<file path="src/bmk_pkg.sv">
// Shared types, constants and helpers for the BCD mm:ss keypad clock.
`default_nettype none
package bmk_pkg;

    localparam int TICK_W  = 12;
    localparam int DIGIT_W = 4;
    localparam int IDX_W   = 3;
    localparam int CFG_IDX_W  = 2;
    localparam int CFG_DATA_W = 12;

    localparam logic [TICK_W-1:0]  TICK_LIMIT_RESET        = 12'd3980;
    localparam logic [DIGIT_W-1:0] MINUTE_TENS_LIMIT_RESET = 4'd9;

    // configuration register indexes
    localparam logic [CFG_IDX_W-1:0] CFG_TICK_LIMIT        = 2'd0;
    localparam logic [CFG_IDX_W-1:0] CFG_MINUTE_TENS_LIMIT = 2'd1;

    // item modes
    localparam logic [1:0] MODE_TICK  = 2'd0;
    localparam logic [1:0] MODE_KEY   = 2'd1;
    localparam logic [1:0] MODE_EDIT  = 2'd2;
    localparam logic [1:0] MODE_CLEAR = 2'd3;

    localparam logic [7:0] KEY_CANCEL = 8'h2A;
    localparam logic [7:0] KEY_COMMIT = 8'h23;
    localparam logic [7:0] KEY_ZERO   = 8'h30;
    localparam logic [7:0] KEY_NINE   = 8'h39;

    localparam logic [IDX_W-1:0] ENTRY_FULL = 3'd4;

    localparam logic [DIGIT_W-1:0] LIMIT_UNITS = 4'd10;
    localparam logic [DIGIT_W-1:0] LIMIT_TENS  = 4'd6;

    typedef struct packed {
        logic [1:0] mode;
        logic [7:0] key_code;
    } in_item_t;

    typedef struct packed {
        logic [3:0] minute_tens;
        logic [3:0] minute_units;
        logic [3:0] second_tens;
        logic [3:0] second_units;
        logic       editing;
        logic [2:0] entered_count;
        logic       second_passed;
        logic       committed;
    } out_item_t;

    typedef struct packed {
        logic [TICK_W-1:0]  tick_limit;
        logic [DIGIT_W-1:0] minute_tens_limit;
    } cfg_t;

    // Increment a digit within 4 bits, wrap to zero at or above limit.
    // Returns {carry, digit}.
    function automatic logic [DIGIT_W:0] bump_digit(input logic [DIGIT_W-1:0] d,
                                                     input logic [DIGIT_W-1:0] limit);
        logic [DIGIT_W-1:0] n;
        n = d + 4'd1;
        if (n >= limit)
        begin
            return {1'b1, {DIGIT_W{1'b0}}};
        end
        return {1'b0, n};
    endfunction

endpackage
`default_nettype wire

</file>
<file path="src/bcd_mmss_clock_keypad_set.sv">
// Top level of the BCD mm:ss clock with keypad time setting.
`default_nettype none
// Accepts one item per clock cycle while the output side keeps up (timer
// tick, key press, begin edit or clear) and returns exactly one result item
// per input item, in order. An item passes an input register and then the
// combinational prescaler/digit-cascade/edit update in the core, which writes
// the result register and raises out_valid; the update waits while an
// unaccepted result holds that register. The output register lets a new item
// enter while a finished result waits. tick_limit resets to 3980 and
// minute_tens_limit to 9; write them only while idle.
module bcd_mmss_clock_keypad_set (
    input  wire logic                           clk,
    input  wire logic                           rst_n,
    input  wire logic                           in_valid,
    output logic                                in_ready,
    input  wire bmk_pkg::in_item_t              in_item,
    output logic                                out_valid,
    input  wire logic                           out_ready,
    output bmk_pkg::out_item_t                  out_item,
    input  wire logic                           cfg_we,
    input  wire logic [bmk_pkg::CFG_IDX_W-1:0]  cfg_index,
    input  wire logic [bmk_pkg::CFG_DATA_W-1:0] cfg_data
);
    import bmk_pkg::*;

    cfg_t     cfg;
    logic     item_vld;
    in_item_t item;
    logic     take;

    bmk_cfg u_cfg (
        .clk       (clk),
        .rst_n     (rst_n),
        .cfg_we    (cfg_we),
        .cfg_index (cfg_index),
        .cfg_data  (cfg_data),
        .cfg       (cfg)
    );

    bmk_in_reg u_in (
        .clk      (clk),
        .rst_n    (rst_n),
        .in_valid (in_valid),
        .in_ready (in_ready),
        .in_item  (in_item),
        .item_vld (item_vld),
        .item     (item),
        .take     (take)
    );

    bmk_core u_core (
        .clk       (clk),
        .rst_n     (rst_n),
        .cfg       (cfg),
        .item_vld  (item_vld),
        .item      (item),
        .take      (take),
        .out_valid (out_valid),
        .out_ready (out_ready),
        .out_item  (out_item)
    );

endmodule
`default_nettype wire

</file>
<file path="src/bmk_cfg.sv">
// Configuration registers: tick limit and minute tens limit.
`default_nettype none
module bmk_cfg (
    input  wire logic                            clk,
    input  wire logic                            rst_n,
    input  wire logic                            cfg_we,
    input  wire logic [bmk_pkg::CFG_IDX_W-1:0]   cfg_index,
    input  wire logic [bmk_pkg::CFG_DATA_W-1:0]  cfg_data,
    output bmk_pkg::cfg_t                        cfg
);
    import bmk_pkg::*;

    logic [TICK_W-1:0]  tick_limit_reg;
    logic [DIGIT_W-1:0] mt_limit_reg;

    always_ff @(posedge clk or negedge rst_n)
    begin
        if (!rst_n)
        begin
            tick_limit_reg <= TICK_LIMIT_RESET;
            mt_limit_reg   <= MINUTE_TENS_LIMIT_RESET;
        end
        else if (cfg_we)
        begin
            case (cfg_index)
                CFG_TICK_LIMIT:        tick_limit_reg <= cfg_data[TICK_W-1:0];
                CFG_MINUTE_TENS_LIMIT: mt_limit_reg   <= cfg_data[DIGIT_W-1:0];
                default: ;
            endcase
        end
    end

    assign cfg.tick_limit        = tick_limit_reg;
    assign cfg.minute_tens_limit = mt_limit_reg;

endmodule
`default_nettype wire

</file>
<file path="src/bmk_in_reg.sv">
// Input register stage for incoming items.
`default_nettype none
module bmk_in_reg (
    input  wire logic        clk,
    input  wire logic        rst_n,
    input  wire logic        in_valid,
    output logic             in_ready,
    input  wire bmk_pkg::in_item_t in_item,
    output logic             item_vld,
    output bmk_pkg::in_item_t item,
    input  wire logic        take
);
    import bmk_pkg::*;

    logic     vld_reg;
    in_item_t item_reg;

    assign in_ready = !vld_reg || take;

    always_ff @(posedge clk or negedge rst_n)
    begin
        if (!rst_n)
        begin
            vld_reg <= 1'b0;
        end
        else if (in_ready)
        begin
            vld_reg <= in_valid;
        end
    end

    always_ff @(posedge clk)
    begin
        if (in_ready && in_valid)
        begin
            item_reg <= in_item;
        end
    end

    assign item_vld = vld_reg;
    assign item     = item_reg;

endmodule
`default_nettype wire

</file>
<file path="src/bmk_core.sv">
// Clock state update (prescaler, digit cascade, keypad edit) and result register.
`default_nettype none
module bmk_core (
    input  wire logic         clk,
    input  wire logic         rst_n,
    input  wire bmk_pkg::cfg_t     cfg,
    input  wire logic         item_vld,
    input  wire bmk_pkg::in_item_t item,
    output logic              take,
    output logic              out_valid,
    input  wire logic         out_ready,
    output bmk_pkg::out_item_t out_item
);
    import bmk_pkg::*;

    logic [TICK_W-1:0]  prescale_reg, prescale_next;
    logic [DIGIT_W-1:0] clock_reg [4];
    logic [DIGIT_W-1:0] clock_next [4];
    logic [DIGIT_W-1:0] entry_reg [4];
    logic [IDX_W-1:0]   entry_idx_reg, entry_idx_next;
    logic               edit_reg, edit_next;
    logic               passed, commit, digit_wr;
    logic [TICK_W:0]    pre_inc;
    logic [DIGIT_W:0]   b3, b2, b1, b0;
    logic               is_digit;
    logic [DIGIT_W-1:0] key_val;

    logic      out_vld_reg;
    out_item_t out_reg;

    assign take = item_vld && (!out_vld_reg || out_ready);

    assign pre_inc  = {1'b0, prescale_reg} + 13'd1;
    assign is_digit = (item.key_code >= KEY_ZERO) && (item.key_code <= KEY_NINE);
    assign key_val  = item.key_code[DIGIT_W-1:0];

    // ripple cascade; each stage only takes effect when the one below carried
    assign b3 = bump_digit(clock_reg[3], LIMIT_UNITS);
    assign b2 = bump_digit(clock_reg[2], LIMIT_TENS);
    assign b1 = bump_digit(clock_reg[1], LIMIT_UNITS);
    assign b0 = bump_digit(clock_reg[0], cfg.minute_tens_limit);

    always_comb
    begin
        prescale_next  = prescale_reg;
        clock_next     = clock_reg;
        entry_idx_next = entry_idx_reg;
        edit_next      = edit_reg;
        passed         = 1'b0;
        commit         = 1'b0;
        digit_wr       = 1'b0;
        case (item.mode)
            MODE_TICK:
            begin
                if (pre_inc >= {1'b0, cfg.tick_limit})
                begin
                    prescale_next = '0;
                    passed        = 1'b1;
                    clock_next[3] = b3[DIGIT_W-1:0];
                    if (b3[DIGIT_W])
                    begin
                        clock_next[2] = b2[DIGIT_W-1:0];
                        if (b2[DIGIT_W])
                        begin
                            clock_next[1] = b1[DIGIT_W-1:0];
                            if (b1[DIGIT_W])
                            begin
                                clock_next[0] = b0[DIGIT_W-1:0];
                            end
                        end
                    end
                end
                else
                begin
                    prescale_next = pre_inc[TICK_W-1:0];
                end
            end
            MODE_KEY:
            begin
                if (edit_reg)
                begin
                    if (item.key_code == KEY_CANCEL)
                    begin
                        edit_next = 1'b0;
                    end
                    else if (item.key_code == KEY_COMMIT)
                    begin
                        if (entry_idx_reg == ENTRY_FULL)
                        begin
                            clock_next = entry_reg;
                            edit_next  = 1'b0;
                            commit     = 1'b1;
                        end
                    end
                    else if (is_digit && (entry_idx_reg < ENTRY_FULL))
                    begin
                        digit_wr       = 1'b1;
                        entry_idx_next = entry_idx_reg + 3'd1;
                    end
                end
            end
            MODE_EDIT:
            begin
                edit_next      = 1'b1;
                entry_idx_next = '0;
            end
            MODE_CLEAR:
            begin
                clock_next = '{default: '0};
            end
            default: ;
        endcase
    end

    always_ff @(posedge clk or negedge rst_n)
    begin
        if (!rst_n)
        begin
            prescale_reg  <= '0;
            clock_reg     <= '{default: '0};
            entry_idx_reg <= '0;
            edit_reg      <= 1'b0;
            out_vld_reg   <= 1'b0;
        end
        else
        begin
            if (take)
            begin
                prescale_reg  <= prescale_next;
                clock_reg     <= clock_next;
                entry_idx_reg <= entry_idx_next;
                edit_reg      <= edit_next;
                out_vld_reg   <= 1'b1;
            end
            else if (out_ready)
            begin
                out_vld_reg <= 1'b0;
            end
        end
    end

    // entry buffer has no reset; only read after four writes in one session
    always_ff @(posedge clk)
    begin
        if (take && digit_wr)
        begin
            entry_reg[entry_idx_reg[1:0]] <= key_val;
        end
    end

    always_ff @(posedge clk)
    begin
        if (take)
        begin
            out_reg.minute_tens   <= clock_next[0];
            out_reg.minute_units  <= clock_next[1];
            out_reg.second_tens   <= clock_next[2];
            out_reg.second_units  <= clock_next[3];
            out_reg.editing       <= edit_next;
            out_reg.entered_count <= entry_idx_next;
            out_reg.second_passed <= passed;
            out_reg.committed     <= commit;
        end
    end

    assign out_valid = out_vld_reg;
    assign out_item  = out_reg;

`ifndef SYNTHESIS
    a_entry_bound: assert property (@(posedge clk) disable iff (!rst_n)
        entry_idx_reg <= ENTRY_FULL)
        else $error("entry index beyond four digits");

    a_commit_closes: assert property (@(posedge clk) disable iff (!rst_n)
        (out_vld_reg && out_reg.committed) |-> (!out_reg.editing &&
                                                out_reg.entered_count == ENTRY_FULL))
        else $error("commit result with open edit or short entry");

    a_pass_restarts: assert property (@(posedge clk) disable iff (!rst_n)
        (take && passed) |=> (prescale_reg == '0))
        else $error("prescaler not restarted after a second advance");

    a_one_event: assert property (@(posedge clk) disable iff (!rst_n)
        out_vld_reg |-> !(out_reg.committed && out_reg.second_passed))
        else $error("tick and commit flagged on the same item");
`endif

endmodule
`default_nettype wire

</file>
<file path="config.mk">
export PLATFORM = sky130hd
export DESIGN_NAME = bcd_mmss_clock_keypad_set
export DESIGN_NICKNAME = d
export VERILOG_FILES = /design/src/bmk_pkg.sv /design/src/bcd_mmss_clock_keypad_set.sv /design/src/bmk_cfg.sv /design/src/bmk_in_reg.sv /design/src/bmk_core.sv
export SDC_FILE = /design/constraint.sdc
export NUM_CORES = 1
export LEC_CHECK = 0
export BUFFER_PORTS_ARGS = -buffer_cell sky130_fd_sc_hd__buf_4
export CORE_UTILIZATION = 54
export DETAILED_ROUTE_END_ITERATION = 10
export GPL_TIMING_DRIVEN = 0
export MAX_ROUTING_LAYER = met4
export PLACE_DENSITY_LB_ADDON = 0.12
export SLEW_MARGIN = 20
export SYNTH_ARGS = -nofsm -noshare
export SYNTH_HDL_FRONTEND = slang
export SYNTH_SLANG_ARGS = --single-unit
</file>
<file path="constraint.sdc">
create_clock -name clk -period 3.6 [get_ports clk]
set_clock_uncertainty 0.15 [all_clocks]
set_input_delay 0.36 -clock clk [delete_from_list [all_inputs] [get_ports clk]]
set_output_delay 0.36 -clock clk [all_outputs]
set_load 0.05 [all_outputs]
</file>
# == Yosys cells after proc, flatten, opt, wreduce, memory -nomap -nowiden ==
# Cells that the tools add are included.
# classes
add_sub_neg,6
n_lt_le_gt_ge,10
n_eq_ne,7
mux,44
bitwise,4
reduce_logical,17
# ops
op,count
$mux W16,5
$pmux W16 S3,1
$mux W5,6
$mux W12,2
$mux W1,17
$add A4 B1 Y4 const B,4
$bwmux W16,1
$eq A8 B6 Y1 const B,2
$mux W4,4
$add A12 B1 Y13 const B,1
$ge A13 B12 Y1,1
$mux W3,4
$demux W4 S2,1
$ge A4 B4 Y1 const B,2
$ge A8 B6 Y1 const B,1
$le A8 B6 Y1 const B,1
$mux W8,1
$logic_and A1 B1 Y1,6
$pmux W3 S2,1
$reduce_and A2 Y1,3
$eq A2 B1 Y1 const B,2
$eq A2 B2 Y1 const B,2
$ge A4 B3 Y1 const B,1
$ge A4 B4 Y1,1
other kinds (13),18
# word_totals
reg_bits,98
input_bits,29
output_inout_bits,24
elab_cells,113

# == Logic depth before layout (Yosys ltp) ==
# logic_depth
word_depth,9
ltp_mapped,14
ltp_nobuf,13

# == By module ==
# A second synthesis with hierarchy kept.
# hier_totals
hier_cells,530
hier_area_um2,5592.9
# by_module_without_submodules
module,n_inst,cells_each,area_per_inst_um2,seq_area_each_um2
bmk_core,1,481,4609.4,1966.9
bmk_cfg,1,35,629.4,411.6
bmk_in_reg,1,14,354.1,325.3

# == Worst setup path before layout ==
# Ideal clock, no wire load.
# synth_path
path_type,flip-flop to flip-flop
from,register u_core.prescale_reg[4]
to,"register u_core.out_reg, in the netlist u_core.out_item[18], data pin"
setup_ps,261
arrival_time_ps,2990
required_time_ps,3189
slack_ps,200
stages_incl_launch_ff,12
n_path_buf,0
period_less_slack_ps,3400
cell_sequence,dfrtp_1 > and3_1 > and3_1 > and3_1 > and2_1 > xor2_1 > ha_1 > nand3_1 > o311a_4 > nor3_4 > mux2_4 > a221o_1
# synth_lines
element,line_no,text
start: declaration,bmk_core.sv:16,"logic [TICK_W-1:0] prescale_reg, prescale_next;"
start signal: assignment,bmk_core.sv:129,prescale_reg <= prescale_next;
end: declaration,bmk_core.sv:29,out_item_t out_reg;

==> results by stage <==
Run status:
- The run finished with clean final reports.

Logic synthesis:
- Counting distinct cell types in the post-synthesis netlist gives 70.
- The average size of a mapped cell is 10.36 um^2.
- The cell count after synthesis is 530.
- When the netlist entered floorplanning its net count stood at 590.
- The Yosys step of the flow raised 0 warnings.
- Yosys mapped a number of flops with a built-in enable equal to 48.
- The async set-reset flop share out of synthesis is 51.02%.
- Counting flops and latches in the post-synthesis netlist gives 98.
- The cell area that synthesis handed to floorplanning was 5490 um^2.
- The register area share after synthesis is approximately half.
- The most used flip-flop cell after synthesis is edfxtp_1.

Critical path:
- For the worst flop-to-flop path, the logic depth is 11.
- The count of buffering cells on the critical path with inverters included is 0.
- The reg-to-reg endpoint is u_core.out_item[18].
- STA classifies the critical path endpoint as a flip-flop.
- In this run the critical register-to-register path is launched from u_core.prescale_reg[3].
- The worst setup path is launched from a flip-flop.
- At the worst endpoint, the arrival time is 3480 ps.
- The maximum cell stage delay along the critical path is 450 ps.
- In this run the register-to-register setup slack is 90 ps.
- Walking the worst path, the cells encountered are and3_4 > and3_4 > and3_4 > and2_4 > xor2_2 > ha_1 > nand3_2 > o311a_4 > nor3_4 > mux2_4 > a221o_1.
- The top cell family by delay on the critical path is simple AND/OR/NAND/NOR gates.
- The most used cell along the critical path is and3_4.
- The data required time at the worst endpoint is ~3600 ps.
- The cell with the largest stage delay on the worst path is o311a_4.
- The maximum fanout encountered on the critical timing path is 5.
- The path type of the worst setup path is reg -> reg.

GRT:
- Entering global routing, the biggest net connects 51 pins.
- The first global-routing pass estimated 20.47 mm of wire.
- Global routing finished with a remaining overflow of 0.
- The via count of the first global-routing pass is ~4100.
- The combined global-route utilization of all metal layers is 26.56%.
- The number of antenna violations at the first check in global routing is 0.

Clock network:
- The tree is rooted in a clkbuf_8.
- The maximum clock insertion buffer count is 2.
- The TritonCTS clock tree is built.
- The source-to-sink clock delay at the later pin of the worst-skew pair is 370 ps.
- The number of H-tree branching levels is 3.
- TritonCTS created 9 clock buffers.
- CTS saw 98 sinks.
- The clock-pin slew on the worst setup and hold paths is 100 ps.

Final layout:
- The synthesis-to-finish area growth is 20.58%.
- The number of antenna diodes in the final layout is 0.
- The layout net count is 683.
- The register with the most flip-flops in the layout has 22 of them.
- After routing the design area is 6620 um^2.
- In the final layout, the share of cells above drive strength 1 is 24.36%.
- The library cell used most frequently in the layout, excluding fill and tap cells, is buf_4.
- In the layout the commonest cells are 73 x buf_4, 65 x nand2_1, 60 x o21ai_0, 48 x edfxtp_1, 39 x dfrtp_1.

STA:
- Setup violations remaining at the end of the flow were counted as 0.
- Timing would allow up to roughly 280 MHz.
- The hold violation total from the final report came to 0.
- The final critical-path required period is 3511 ps.
- The number of pins with negative max-slew slack in the final report is 0.
- The slew at the pin with the worst max-slew slack is 940.0 ps.
- The worst pin sits at a relative slew slack of a little under two fifths.
- The share of the clock period used by the worst path is between 90% and 100%.

Detailed routing:
- The DRC violations left is 0.
- The first-pass iteration count of the detailed router is 5.
- The detailed router's first-iteration violation count is around 330.
- The count of vias placed by the detailed router is ~4500.
- The detail route stage leaves a number of antenna-violating nets equal to 0.
- In the routed layout, each cell is associated on average with a via count of 5.917.
- The detailed-route wire length per cell is ~17 um.
- The routed wire length is 13.25 mm.

Floorplanning:
- The horizontal extent of the die is 102.8 um.
- The die is 102.8 um tall.
- The row count is 36.
- The die covers 10570 um^2.
- The standard cell core area is 9819 um^2.
- The top-level port count is 53.
- The initial core utilization is 55.91%.

Power and ir drop:
- The worst vdd rail ir drop is 0.2587 mV.
- Overall power consumption after layout is estimated at around 2800 uW.
- For this design the ratio of total power to cell area is 429.6 nW/um^2.
- The leakage power figure is 0.002797 uW.

Run:
- The max-capacitance violation count is 0.

Place:
- The wire-length estimate of the detail-placed layout is 8.895 mm.
- The placement-stage cell area is 6076 um^2.
- The global placement routability congestion is roughly 0.95.
- The count of buffers added on input and output ports is 52.

Min path:
- For hold timing, the worst endpoint is u_in.item[8].
- The min-delay analysis places its worst path in the category in -> reg.
- In this run the most critical hold path is launched from in_item[8].
- The cell count of the worst hold path is 1.
stage by stage:
| step | cells | setup TNS, ps | setup slack, ps | hold WS, ps | util [%] |
|---|---|---|---|---|---|
| 6_report | 761 | 0 | 89.47 | 18.28 | 67.42 |
| 5_1_grt | 761 | -30.54 | -18.27 | -2.112 | 67.42 |
| 4_1_cts | 736 | 0 | 25.65 | 1.188 | 64.41 |
| 3_5_place_dp | 716 | -1737 | -258.7 | 295.5 | 61.88 |
| 3_3_place_gp | 715 | -914.8 | -202.5 | 292.8 | 61.58 |
| 2_1_floorplan | 530 | 0 | 199.6 | -85.59 | - |
cells in the mapped netlist, types with 5 or more instances:
library cell | number | area share [%]
inv_1 | 29 | 2.0
a21oi_1 | 25 | 2.3
ha_1 | 31 | 7.1
nand2_1 | 65 | 4.4
xnor2_1 | 11 | 1.8
nor2_1 | 21 | 1.4
dfrtp_1 | 41 | 19
nor3b_1 | 6 | 0.82
dfstp_2 | 9 | 4.3
a22oi_1 | 10 | 1.4
mux2_2 | 11 | 2.3
buf_2 | 5 | 0.46
and3_1 | 5 | 0.57
nand2b_1 | 7 | 0.80
o31ai_1 | 6 | 0.82
o21ai_0 | 60 | 5.5
clkbuf_1 | 13 | 0.89
nand3_1 | 20 | 1.8
and2_1 | 9 | 1.0
edfxtp_1 | 48 | 26
nor3_1 | 8 | 0.73
logic make-up (layout without fill, tap and decap cells):
kind of cell / count (synthesis) / after routing / share of synthesized area (%)
flops: 98 / 98 / 49.25
simple gates: 167 / 167 / 15.52
fa+ha+maj: 31 / 31 / 7.065
buf+inv: 51 / 149 / 3.828
mux: 16 / 16 / 3.350
xor+xnor: 16 / 16 / 2.689
compound gates: 151 / 151 / 18.30
how the worst max path moves through the flow:
stage	endpoint	cells past startpoint	from	slack [ps]
2_1_floorplan	u_core.out_item[18]	11	u_core.prescale_reg[4]	200
3_5_place_dp	u_core.out_item[8]	11	u_core.prescale_reg[0]	-260
6_report	u_core.out_item[18]	11	u_core.prescale_reg[3]	90
4_1_cts	u_core.out_item[18]	13	u_core.prescale_reg[0]	30
5_1_grt	u_core.out_item[18]	13	u_core.prescale_reg[1]	-20
3_3_place_gp	u_core.out_item[8]	11	u_core.prescale_reg[0]	-200
final cells by class:
type | count | area [um^2]
repair buffers | 82 | 658.1
inverters | 29 | 108.9
multi-input cells | 381 | 2683
flip-flops and latches | 98 | 2706
clock inverters | 5 | 63.81
plain buffers | 22 | 102.6
clock buffers | 11 | 131.4
well taps | 133 | 166.4
fillers | 783 | 3199
per-layer routing:
layer  vias up  global-route usage [%]  share of wire [%]
li1       2114                       -                  -
met1      2144                   36.94                 44
met2       219                   39.85                 46
met3        26                   4.339                8.2
met4         0                   8.667                1.4
met5         -                       -                  0
power breakdown:
part / internal (uW) / leakage (uW) / switching (uW)
combinational: 308 / 0.00161 / 431
clock: 327 / 0.0000941 / 395
sequential: 1300 / 0.00109 / 82.6
total: 1930 / 0.00280 / 909
what timing repair did:
item / 4_1_cts / 5_1_grt
pin swaps: 2 / 16
gates cloned: 0 / 0
endpoints found under the setup margin: 25 / 19
hold endpoints to repair: 41 / 8
buffers inserted: 3 / 17
hold buffers: 1 / 8
gates resized for setup: 4 / 16
No activity file was read; power rests on OpenSTA's default activity.
